[src/rtl/frame_refcount_engine_core_assert.svh]
// Assertion macros shared by the frame reference count engine RTL.
// Plain text macros, no dependencies; included by modules that assert.
`ifndef FRAME_REFCOUNT_ENGINE_CORE_ASSERT_SVH
`define FRAME_REFCOUNT_ENGINE_CORE_ASSERT_SVH

// same-cycle implication
`define FRC_ASSERT_IMPL(lbl, clk, rst, ante, cons) \
   lbl: assert property (@(posedge clk) disable iff (rst) (ante) |-> (cons)) \
      else $error("frc assertion failed");

// next-cycle implication
`define FRC_ASSERT_NEXT(lbl, clk, rst, ante, cons) \
   lbl: assert property (@(posedge clk) disable iff (rst) (ante) |=> (cons)) \
      else $error("frc assertion failed");

`endif

[src/rtl/frc_pkg.sv]
// Shared constants, command codes and transaction types of the frame
// reference count engine. No dependencies.
package frc_pkg;

   localparam int NUM_FRAMES = 4096;
   localparam int FRAME_W    = $clog2(NUM_FRAMES);
   localparam int BOUND_W    = FRAME_W + 1;
   localparam int MAX_RUN    = 256;
   localparam int RUN_W      = $clog2(MAX_RUN + 1);
   localparam int CNT_W      = 16;
   localparam int CMD_W      = 2;
   localparam int CSR_IDX_W  = 1;
   localparam int CSR_DATA_W = 13;

   localparam logic [CNT_W-1:0] CNT_MAX = '1;

   localparam logic [CMD_W-1:0] CMD_MARK    = 2'd0;
   localparam logic [CMD_W-1:0] CMD_HOLD    = 2'd1;
   localparam logic [CMD_W-1:0] CMD_RELEASE = 2'd2;
   localparam logic [CMD_W-1:0] CMD_QUERY   = 2'd3;

   localparam logic [CSR_IDX_W-1:0] REG_ENABLE      = 1'b0;
   localparam logic [CSR_IDX_W-1:0] REG_FRAME_LIMIT = 1'b1;

   typedef struct packed {
      logic                enabled;
      logic [BOUND_W-1:0]  bound;
      logic                rescan;
   } ctl_type;

   typedef struct packed {
      logic [CMD_W-1:0]    command;
      logic [FRAME_W-1:0]  block_index;
      logic [RUN_W-1:0]    frames;
   } op_type;

   typedef struct packed {
      logic                used;
      logic [CNT_W-1:0]    count;
   } entry_type;

   typedef struct packed {
      logic [CNT_W-1:0]    ref_value;
      logic [RUN_W-1:0]    frames_freed;
      logic [BOUND_W-1:0]  avail_frames;
   } rsp_type;

endpackage

[src/rtl/frc_front.sv]
// Front end: accepts request transactions, clips the run to managed frames
// and queues the resulting operation. Depends on frc_pkg.
module frc_front (
   input  logic                           clock,
   input  logic                           reset,
   input  logic                           req_push,
   output logic                           req_full,
   input  logic [frc_pkg::CMD_W-1:0]      req_command,
   input  logic [frc_pkg::FRAME_W-1:0]    req_block_index,
   input  logic [frc_pkg::RUN_W-1:0]      req_frame_count,
   input  frc_pkg::ctl_type               ctl,
   input  logic                           busy,
   output logic                           op_valid,
   output frc_pkg::op_type                op,
   input  logic                           op_pop
);

   logic [frc_pkg::RUN_W-1:0]   len;
   logic                        in_range;
   logic [frc_pkg::BOUND_W-1:0] room;
   frc_pkg::op_type             op_new;
   logic                        push;

   frc_pkg::op_type q_ff [2];
   logic            wp_ff, wp_in;
   logic            rp_ff, rp_in;
   logic [1:0]      cnt_ff, cnt_in;

   always_comb begin
      len = (req_frame_count > frc_pkg::RUN_W'(frc_pkg::MAX_RUN)) ?
            frc_pkg::RUN_W'(frc_pkg::MAX_RUN) : req_frame_count;
      in_range = {1'b0, req_block_index} < ctl.bound;
      room = ctl.bound - {1'b0, req_block_index};
      op_new.command = req_command;
      op_new.block_index = req_block_index;
      if (req_command == frc_pkg::CMD_QUERY) begin
         op_new.frames = (ctl.enabled && in_range) ? frc_pkg::RUN_W'(1) : '0;
      end else if (!in_range) begin
         op_new.frames = '0;
      end else if (room < frc_pkg::BOUND_W'(len)) begin
         op_new.frames = room[frc_pkg::RUN_W-1:0];
      end else begin
         op_new.frames = len;
      end
   end

   assign req_full = (cnt_ff == 2'd2) || busy;
   assign push     = req_push && !req_full;
   assign op_valid = (cnt_ff != 2'd0);
   assign op       = q_ff[rp_ff];

   always_comb begin
      wp_in  = push ? !wp_ff : wp_ff;
      rp_in  = op_pop ? !rp_ff : rp_ff;
      cnt_in = cnt_ff + {1'b0, push} - {1'b0, op_pop};
   end

   always_ff @(posedge clock) begin
      if (reset) begin
         wp_ff  <= 1'b0;
         rp_ff  <= 1'b0;
         cnt_ff <= 2'd0;
      end else begin
         wp_ff  <= wp_in;
         rp_ff  <= rp_in;
         cnt_ff <= cnt_in;
      end
   end

   always_ff @(posedge clock) begin
      if (push) begin
         q_ff[wp_ff] <= op_new;
      end
   end

endmodule

[config.mk]
export PLATFORM = sky130hd
export DESIGN_NAME = frc_front
export DESIGN_NICKNAME = d
export VERILOG_FILES = /design/src/rtl/frame_refcount_engine_core_assert.svh /design/src/rtl/frc_pkg.sv /design/src/rtl/frc_front.sv
export SDC_FILE = /design/constraint.sdc
export NUM_CORES = 1
export LEC_CHECK = 0
export BUFFER_PORTS_ARGS = -buffer_cell sky130_fd_sc_hd__buf_4
export CELL_PAD_IN_SITES_DETAIL_PLACEMENT = 1
export CELL_PAD_IN_SITES_GLOBAL_PLACEMENT = 1
export CORE_MARGIN = 2
export CORE_UTILIZATION = 25
export DETAILED_ROUTE_END_ITERATION = 10
export GPL_TIMING_DRIVEN = 0
export PLACE_DENSITY = 0.49
export SLEW_MARGIN = 15
export SYNTH_ARGS = -nofsm -noshare
export SYNTH_HDL_FRONTEND = slang
export SYNTH_SLANG_ARGS = --single-unit
[constraint.sdc]
create_clock -name clock -period 3.6 [get_ports clock]
set_input_delay 0 -clock clock [delete_from_list [all_inputs] [get_ports clock]]
set_output_delay 0 -clock clock [all_outputs]
set_load 0.02 [all_outputs]
; ---- Word-level counts from Yosys, hierarchy flattened
; Memory sizes are Yosys's and may differ from the RTL's. A register that Yosys moved wholly into a read port is not among the register bits.
; Index checks and enable logic that the tools add are counted.
[classes]
addsub = 3
multipliers = 0
div = 0
magnitude_cmp = 3
eq_ne = 2
n_shift = 0
mux = 9
bitwise_logic = 0
reduce_logical = 7
[op_table]
columns = op, n
row1 = $mux W9, 4
row2 = $lt A12 B13 Y1, 1
row3 = $lt A13 B9 Y1, 1
row4 = $sub A13 B12 Y13, 1
row5 = $gt A9 B9 Y1 const B, 1
row6 = $mux W1, 5
row7 = $eq A2 B2 Y1 const B, 2
row8 = $logic_not A1 Y1, 3
row9 = $add A2 B1 Y2, 1
row10 = $logic_and A1 B1 Y1, 2
row11 = $reduce_bool A2 Y1, 1
row12 = $sub A2 B1 Y2, 1
row13 = $logic_or A1 B1 Y1, 1
[totals]
ff_bits = 4
latchBits = 0
ram_bits = 46
romBits = 0
inputBits = 43
output_inout_bits = 25
wordCells = 28
n_memories = 1
[mem_list]
columns = name, depth, width, rd, rd_clocked_by_memory_dff, wr, line_no
row1 = q_ff, 2, 23, 1, 1, 1, frc_front.sv:24  ; frc_pkg::op_type q_ff [2];

; ---- Depth between registers and ports, before layout
; Gate-level depths: netlist (run 1).
[logic_depth]
ltp_word = 6
mapped_depth = 18
ltp_nobuf = 16

; ---- Least setup slack after synthesis (run 1)
; No wires, ideal clock.
[synth_path]
path_type = input-to-reg
start = in req_block_index[3] in the netlist's numbering
end = mem q_ff[0][1] in the netlist's numbering, data pin
setup_time_ns = 0.258
t_arrival_ns = 3.077
required_time_ns = 3.342
setup_slack_ns = 0.265
stages = 18
path_buffers = 2
cell_sequence = inv_1 ha_1 a21o_1 a21oi_2 a21boi_1 o21a_1 or3_1 and2_1 ha_1 o21ai_0 nor2_1 a2111oi_0 o31a_1 and3_1 buf_4 buf_6 a21oi_1 o21ba_1
[synth_rtl]
columns = item, line_no
row1 = from (decl), frc_front.sv:9  ; input logic [frc_pkg::FRAME_W-1:0] req_block_index,
row2 = to (decl), frc_front.sv:24

==> results of run 1 <==
## through the flow
step	std cells	worst slack [ns]	power, mW
3_5_place_dp	465	-0.307	1.21
6_report	492	0.244	1.74
5_1_grt	492	0.00371	1.84
2_1_floorplan	256	0.265	1.03
4_1_cts	490	0.0333	1.76
3_3_place_gp	465	-0.278	1.21
## report_power, final
part           total [mW]  switching [mW]  internal [mW]
registers           0.706          0.0134          0.693
logic               0.514           0.277          0.237
clock network       0.521           0.220          0.301
total                1.74           0.510           1.23
## area by class of cell
cell class              count  area, um^2
multi-input cells         180        1430
repair buffers             85         681
clock buffers               7         154
fillers                  1269        7470
inverters                  20        75.1
plain buffers               5        33.8
clock inverters             1        7.51
well taps                 143         179
flip-flops and latches     51        1480
## what timing repair did
item | CTS | global route
pin swaps | 0 | 1
resized for setup | 1 | 8
setup endpoints to repair | 6 | 18
hold buffers | 17 | 0
buffers inserted | 0 | 2
hold endpoints to repair | 33 | 0
## state kept, by name, summed over array words and instances (netlist names), named ones only
signal	cells
wp_ff	1
cnt_ff	2
q_ff	46
rp_ff	1
## kinds of logic (layout without fill, tap and decap cells)
group | Yosys count | count (layout) | share of synthesized area (%)
compound gates | 62 | 62 | 14.8
simple gates | 62 | 62 | 10.2
flops | 51 | 51 | 49.8
buf+inv | 25 | 118 | 3.66
fa+ha+maj | 23 | 23 | 9.92
mux | 23 | 23 | 8.70
xor+xnor | 10 | 10 | 2.94
## how the worst max path moves through the flow
stage                       startpoint          to  slack (ns)
CTS                 req_block_index[3]  q_ff[0][0]        0.03
global route        req_block_index[3]  q_ff[0][1]       0.004
detailed placement  req_block_index[1]  q_ff[1][0]       -0.31
finish              req_block_index[3]  q_ff[1][1]        0.24
global placement    req_block_index[1]  q_ff[0][1]       -0.28
floorplan           req_block_index[3]  q_ff[0][1]        0.26
## critical path: stages
cell and delay (ns):
buf_4 0.08, inv_1 0.03, ha_1 0.36, a21o_1 0.23, a21oi_4 0.21, a21boi_1 0.11, o21a_1 0.19, or3_1 0.32
and2_1 0.17, ha_1 0.21, a211oi_1 0.22, nor2_1 0.09, a2111oi_2 0.29, o31a_1 0.20, and3_1 0.15, buf_4 0.14
buf_6 0.14, a21oi_1 0.07, o21ba_1 0.18
## Yosys cell counts (all sizes together), types with 2 or more instances
library cell / instances / share of area (%)
or3: 4 / 1.0
dfxtp: 5 / 3.4
o21ai: 10 / 1.7
nand3: 9 / 1.5
a211oi: 2 / 0.50
o31a: 2 / 0.59
a21o: 8 / 2.0
xnor2: 7 / 2.1
mux2: 23 / 8.7
o21bai: 3 / 0.88
nand2: 17 / 2.1
a21oi: 18 / 3.3
buf: 4 / 1.0
ha: 22 / 9.2
o21a: 4 / 1.0
nor2: 15 / 1.9
nor2b: 4 / 0.84
nand4: 3 / 0.63
o211ai: 3 / 0.76
edfxtp: 46 / 46
inv: 19 / 2.4
or2: 3 / 0.63
and3: 2 / 0.42
xor2: 3 / 0.88
nor3: 2 / 0.34
## per-layer routing
| layer | GRT usage (%) | share of wire (%) |
|---|---|---|
| met1 | 15.6 | 46 |
| met2 | 20.5 | 49 |
| met3 | 2.89 | 4.1 |
| met4 | 3.50 | 1.0 |
| met5 | 0 | 0 |
==> summary.md, run 1 <==
| Metric | Value |
|---|---|
| CP Max Fanout | `10` |
| Synth async-reset ratio | `0%` |
| Tightest Pin Transition | `around 0.77 ns` |
| Post-route cell area | `between 4000 and 5000 um^2` |
| Syn nets | `roughly 320` |
| Largest net degree at the start of global routing | `24` |
| Slew headroom | `between 40% and 50%` |
| Initial antenna violation count | `0` |
| WL per Instance | `15.6 um` |
| Vias in the first global route | `between 2000 and 2500` |
| Avg Cell Area, Syn | `between 10 and 15 um^2` |
| Post-DP HPWL | `between 5000 and 6000 um` |
| Worst hold path class | `in -> reg` |
| Final Slew Violations | `0` |
| Clk sinks | `51` |
| WHS Path Cells | `4` |
| F_max | `between 0.2 and 0.3 GHz` |
| CTS Buffer Depth | `2` |
| Pwr Density | `430 nW/um^2` |
| Final hold slack | `0.155 ns` |
| Share of cells above drive strength 1 | `about a third` |
| Commonest non-fill, non-tap cell in the layout | `buf_4` |
| Syn Inst Count | `~260` |
| Ys Warns | `0` |
| IO Count | `68` |
| Port bufs | `66` |
| Clk slew on worst S/H paths | `0.07 ns` |
| Sequential fraction of the synthesis area | `around half` |
| Commonest non-fill, non-tap cells in the layout | `buf_4 (70), edfxtp_1 (46), mux2_2 (23), ha_1 (22), inv_1 (19)` |
| Final setup vio count | `0` |
| Critical path start-end classification | `in -> reg` |
| Worst-Skew Late Latency | `between 0.2 and 0.3 ns` |
| H-tree depth | `2` |
| Yosys cell types | `49` |
| First-pass GRT wire length | `12200 um` |
| Reg2reg end | `q_ff[0][17]` |
| Worst path arrival time | `around 3.4 ns` |
| Clock period minus final worst setup slack | `3.36 ns` |
| Rows | `39` |
| Clk_skew | `0.00336 ns` |
| Synthesized cell area | `between 2000 and 3000 um^2` |
| Final period util | `roughly 93%` |
| Routed Antenna Nets | `0` |
| Worst Hold End | `wp_ff` |
| Fin Setup TNS | `0 ns` |
| Root Buffer | `clkbuf_16` |
| Number of diodes | `0` |
| Via density | `about 4.7` |
| RSZ-0062 raised after global routing | `false` |
| Crit end category | `flip-flop` |
| R2r worst-path depth | `4` |
| Final Hold Violating Endpoints | `0` |
| RD Place Congestion | `~0.77` |
| Die W | `approximately 110 um` |
| Initial core utilization | `about a quarter` |
| Grt ovf | `0` |
| Max-cap violations | `0` |
| Final wirelength | `~7700 um` |
| Most used DFF post-synth | `edfxtp_1` |
| GRT Resource Usage Total | `between 10 and 15%` |
| CP Launch Type | `input pin` |
| CTS tree | `yes` |
| P_leak | `roughly 1.6 nW` |
| Inserted Clock Buffers | `5` |
| TritonRoute pass-1 iters | `7` |
| DRT iter0 DRCs | `81` |
| Fin nets | `about 410` |
| Full die area | `between 10000 and 15000 um^2` |
| Flop and latch count out of synthesis | `51` |
| EDFF count, synth | `between 40 and 50` |
| DRC | `4` |
| Peak supply drop | `0.000181 V` |
| Reg-to-reg slack, setup | `roughly 1.8 ns` |
| Hold path start | `req_push` |
| Worst endpoint required time | `3.64 ns` |
| Area delta synth->final | `35.9%` |
| Core area | `around 12000 um^2` |
| Area after DPL | `approximately 3700 um^2` |
| Vias after detailed routing | `around 2300` |
| Failing checks | `DRC` |
| Worst r2r src | `cnt_ff[0]` |
| Status | `finished with violations` |
| Die H | `about 110 um` |
| Core Util, Final | `35.1%` |
Power figures use the tool's default switching activity.
==> run 2, diff against run 1 <==
CORE_MARGIN = default   (was 2)
==> run 2 against run 1 <==
Effect of this change:
- the run still ends with DRC left
- design area down 0.31%
- die area fell by 3.5%
- core utilization is 0.11 points lower
- cell count is 0.20% lower
- clock power decreased by 0.8%
- critical endpoint is now q_ff[0][1]
- highest routed layer unchanged
==> summary.md, run 2 (synthesis results as in run 1) <==
| Metric | Value |
|---|---|
| Grt ovf | `0` |
| Clk slew on worst S/H paths | `0.07 ns` |
| Rows | `39` |
| CP endpoint | `q_ff[0][1]` |
| Setup WS pre-CTS | `-0.384 ns` |
| Reg2reg end | `q_ff[0][18]` |
| Total Power Consumption | `1.74 mW` |
| WL per Instance | `15.1 um` |
| Commonest non-fill, non-tap cells in the layout | `buf_4 (70), edfxtp_1 (46), mux2_2 (23), ha_1 (22), inv_1 (19)` |
| Full die area | `~12000 um^2` |
| Final Slew Violations | `0` |
| Routed Antenna Nets | `0` |
| DRC | `10` |
| Largest net degree at the start of global routing | `24` |
| Worst path arrival time | `between 3 and 4 ns` |
| Number of diodes | `0` |
| H-tree depth | `2` |
| Die W | `~110 um` |
| Clk sinks | `51` |
| CP max stage cell | `dlygate4sd3_1` |
| CP Max Fanout | `10` |
| R2r worst-path depth | `4` |
| CTS Buffer Depth | `2` |
| Levels on crit path | `18` |
| Core area | `roughly 12000 um^2` |
| WP buf/inv | `5` |
| Initial antenna violation count | `0` |
| Critical path start-end classification | `in -> reg` |
| Inserted Clock Buffers | `5` |
| Worst r2r src | `cnt_ff[0]` |
| F_max | `between 0.2 and 0.3 GHz` |
| GRT Resource Usage Total | `between 10% and 20%` |
| Die H | `around 110 um` |
| P_leak | `1.63 nW` |
| Pwr Density | `between 400 and 500 nW/um^2` |
| CP top delay family | `compound AO/OA/AOI/OAI gates` |
| Max reg flops | `46` |
| CP Launch Type | `input pin` |
| DRT iter0 DRCs | `54` |
| Status | `finished with violations` |
| Final Hold Violating Endpoints | `0` |
| Worst-Skew Late Latency | `approximately 0.29 ns` |
| CTS tree | `yes` |
| Vias in the first global route | `~2400` |
| RD Place Congestion | `approximately 0.75` |
| Regs by FF count | `q_ff: 46 flops, cnt_ff: 2 flops` |
| Root Buffer | `clkbuf_16` |
| Initial core utilization | `25.8%` |
| Area after DPL | `~3700 um^2` |
| Slew headroom | `between 40% and 50%` |
| Post-DP HPWL | `around 5700 um` |
| CP Launch Point | `req_block_index[6]` |
| Share of cells above drive strength 1 | `34.2%` |
| Final setup vio count | `0` |
| Final period util | `a little over nine tenths` |
| Max-cap violations | `0` |
| Port bufs | `66` |
| Final wirelength | `7420 um` |
| Clock period minus final worst setup slack | `3.38 ns` |
| Cell chain of the critical path | `dlygate4sd3_1 > buf_4 > inv_1 > ha_1 > a21o_1 > or3_4 > o21ai_2 > xnor2_1 > ha_1 > o21ai_0 > nor2_1 > a2111oi_2 > o31a_1 > and3_1 > buf_4 > buf_6 > a21oi_1 > o21ba_1` |
| TritonRoute pass-1 iters | `9` |
| Commonest non-fill, non-tap cell in the layout | `buf_4` |
| Worst endpoint required time | `approximately 3.6 ns` |
| Post-route cell area | `between 4000 and 5000 um^2` |
| CP peak stage delay | `~0.53 ns` |
| Failing checks | `DRC` |
| Vias after detailed routing | `2273` |
| Worst Setup Slack, final | `between 0.2 and 0.25 ns` |
| Area delta synth->final | `35.5%` |
| Tightest Pin Transition | `around 0.77 ns` |
| Fin nets | `413` |
| Reg-to-reg slack, setup | `around 1.8 ns` |
| IO Count | `just under 70` |
| Crit end category | `flip-flop` |
| Via density | `~4.6` |
| Peak supply drop | `between 0.0002 and 0.00025 V` |
| Clk_skew | `approximately 0.0044 ns` |
| Most flop-heavy register | `q_ff` |
| Worst hold path class | `in -> reg` |
| First-pass GRT wire length | `between 10000 and 15000 um` |
## run 2: area by class of cell
class,count,area (um^2)
fillers,1298,7480
flip-flops and latches,51,1480
multi-input cells,180,1430
repair buffers,84,671
well taps,143,179
clock buffers,7,154
inverters,20,75.1
plain buffers,5,33.8
clock inverters,1,7.51
## run 2: power breakdown
part	switching, mW	internal (mW)
logic	0.277	0.235
registers	0.0134	0.693
clock network	0.216	0.301
## run 2: timing repair
action	4_1_cts	5_1_grt
pin swaps	0	1
endpoints found under the hold margin	33	0
buffers inserted	0	2
gates resized for setup	2	6
setup endpoints to repair	10	18
hold buffers	16	0
## run 2: worst min-delay path: stages
cell and delay [ns]:
buf_4 0.08, nand2_1 0.11, xor2_1 0.16, nor2_1 0.05
## run 2: stage by stage
| stage | setup TNS, ns | util, % | hold slack (ns) | instances |
|---|---|---|---|---|
| after floorplan | 0 | - | 0.0716 | 256 |
| after global placement | -4.65 | 31.7 | 0.197 | 465 |
| after detailed placement | -5.80 | 31.8 | 0.200 | 465 |
| after CTS | 0 | 34.6 | 0.165 | 489 |
| after global routing | -0.0814 | 35.0 | 0.190 | 491 |
| final | 0 | 35.0 | 0.166 | 491 |
## run 2: worst min path at each step
stage | startpoint | endpoint | slack, ns | cells after the start
finish | req_push | wp_ff | 0.17 | 4
global route | ctl[14] | q_ff[1][0] | 0.19 | 3
global placement | req_block_index[9] | q_ff[1][18] | 0.20 | 1
CTS | req_push | wp_ff | 0.16 | 4
detailed placement | req_block_index[6] | q_ff[1][15] | 0.20 | 1
floorplan | reset | cnt_ff[0] | 0.07 | 1
## run 2: routing by layer
| layer | vias to the layer above | track usage, % | part of all wire (%) |
|---|---|---|---|
| met2 | 42 | 21.6 | 48 |
| met5 | - | 0 | 0 |
| met3 | 4 | 2.41 | 4.0 |
| met1 | 1098 | 16.3 | 47 |
| met4 | 0 | 3.51 | 0.70 |
| li1 | 1129 | - | - |
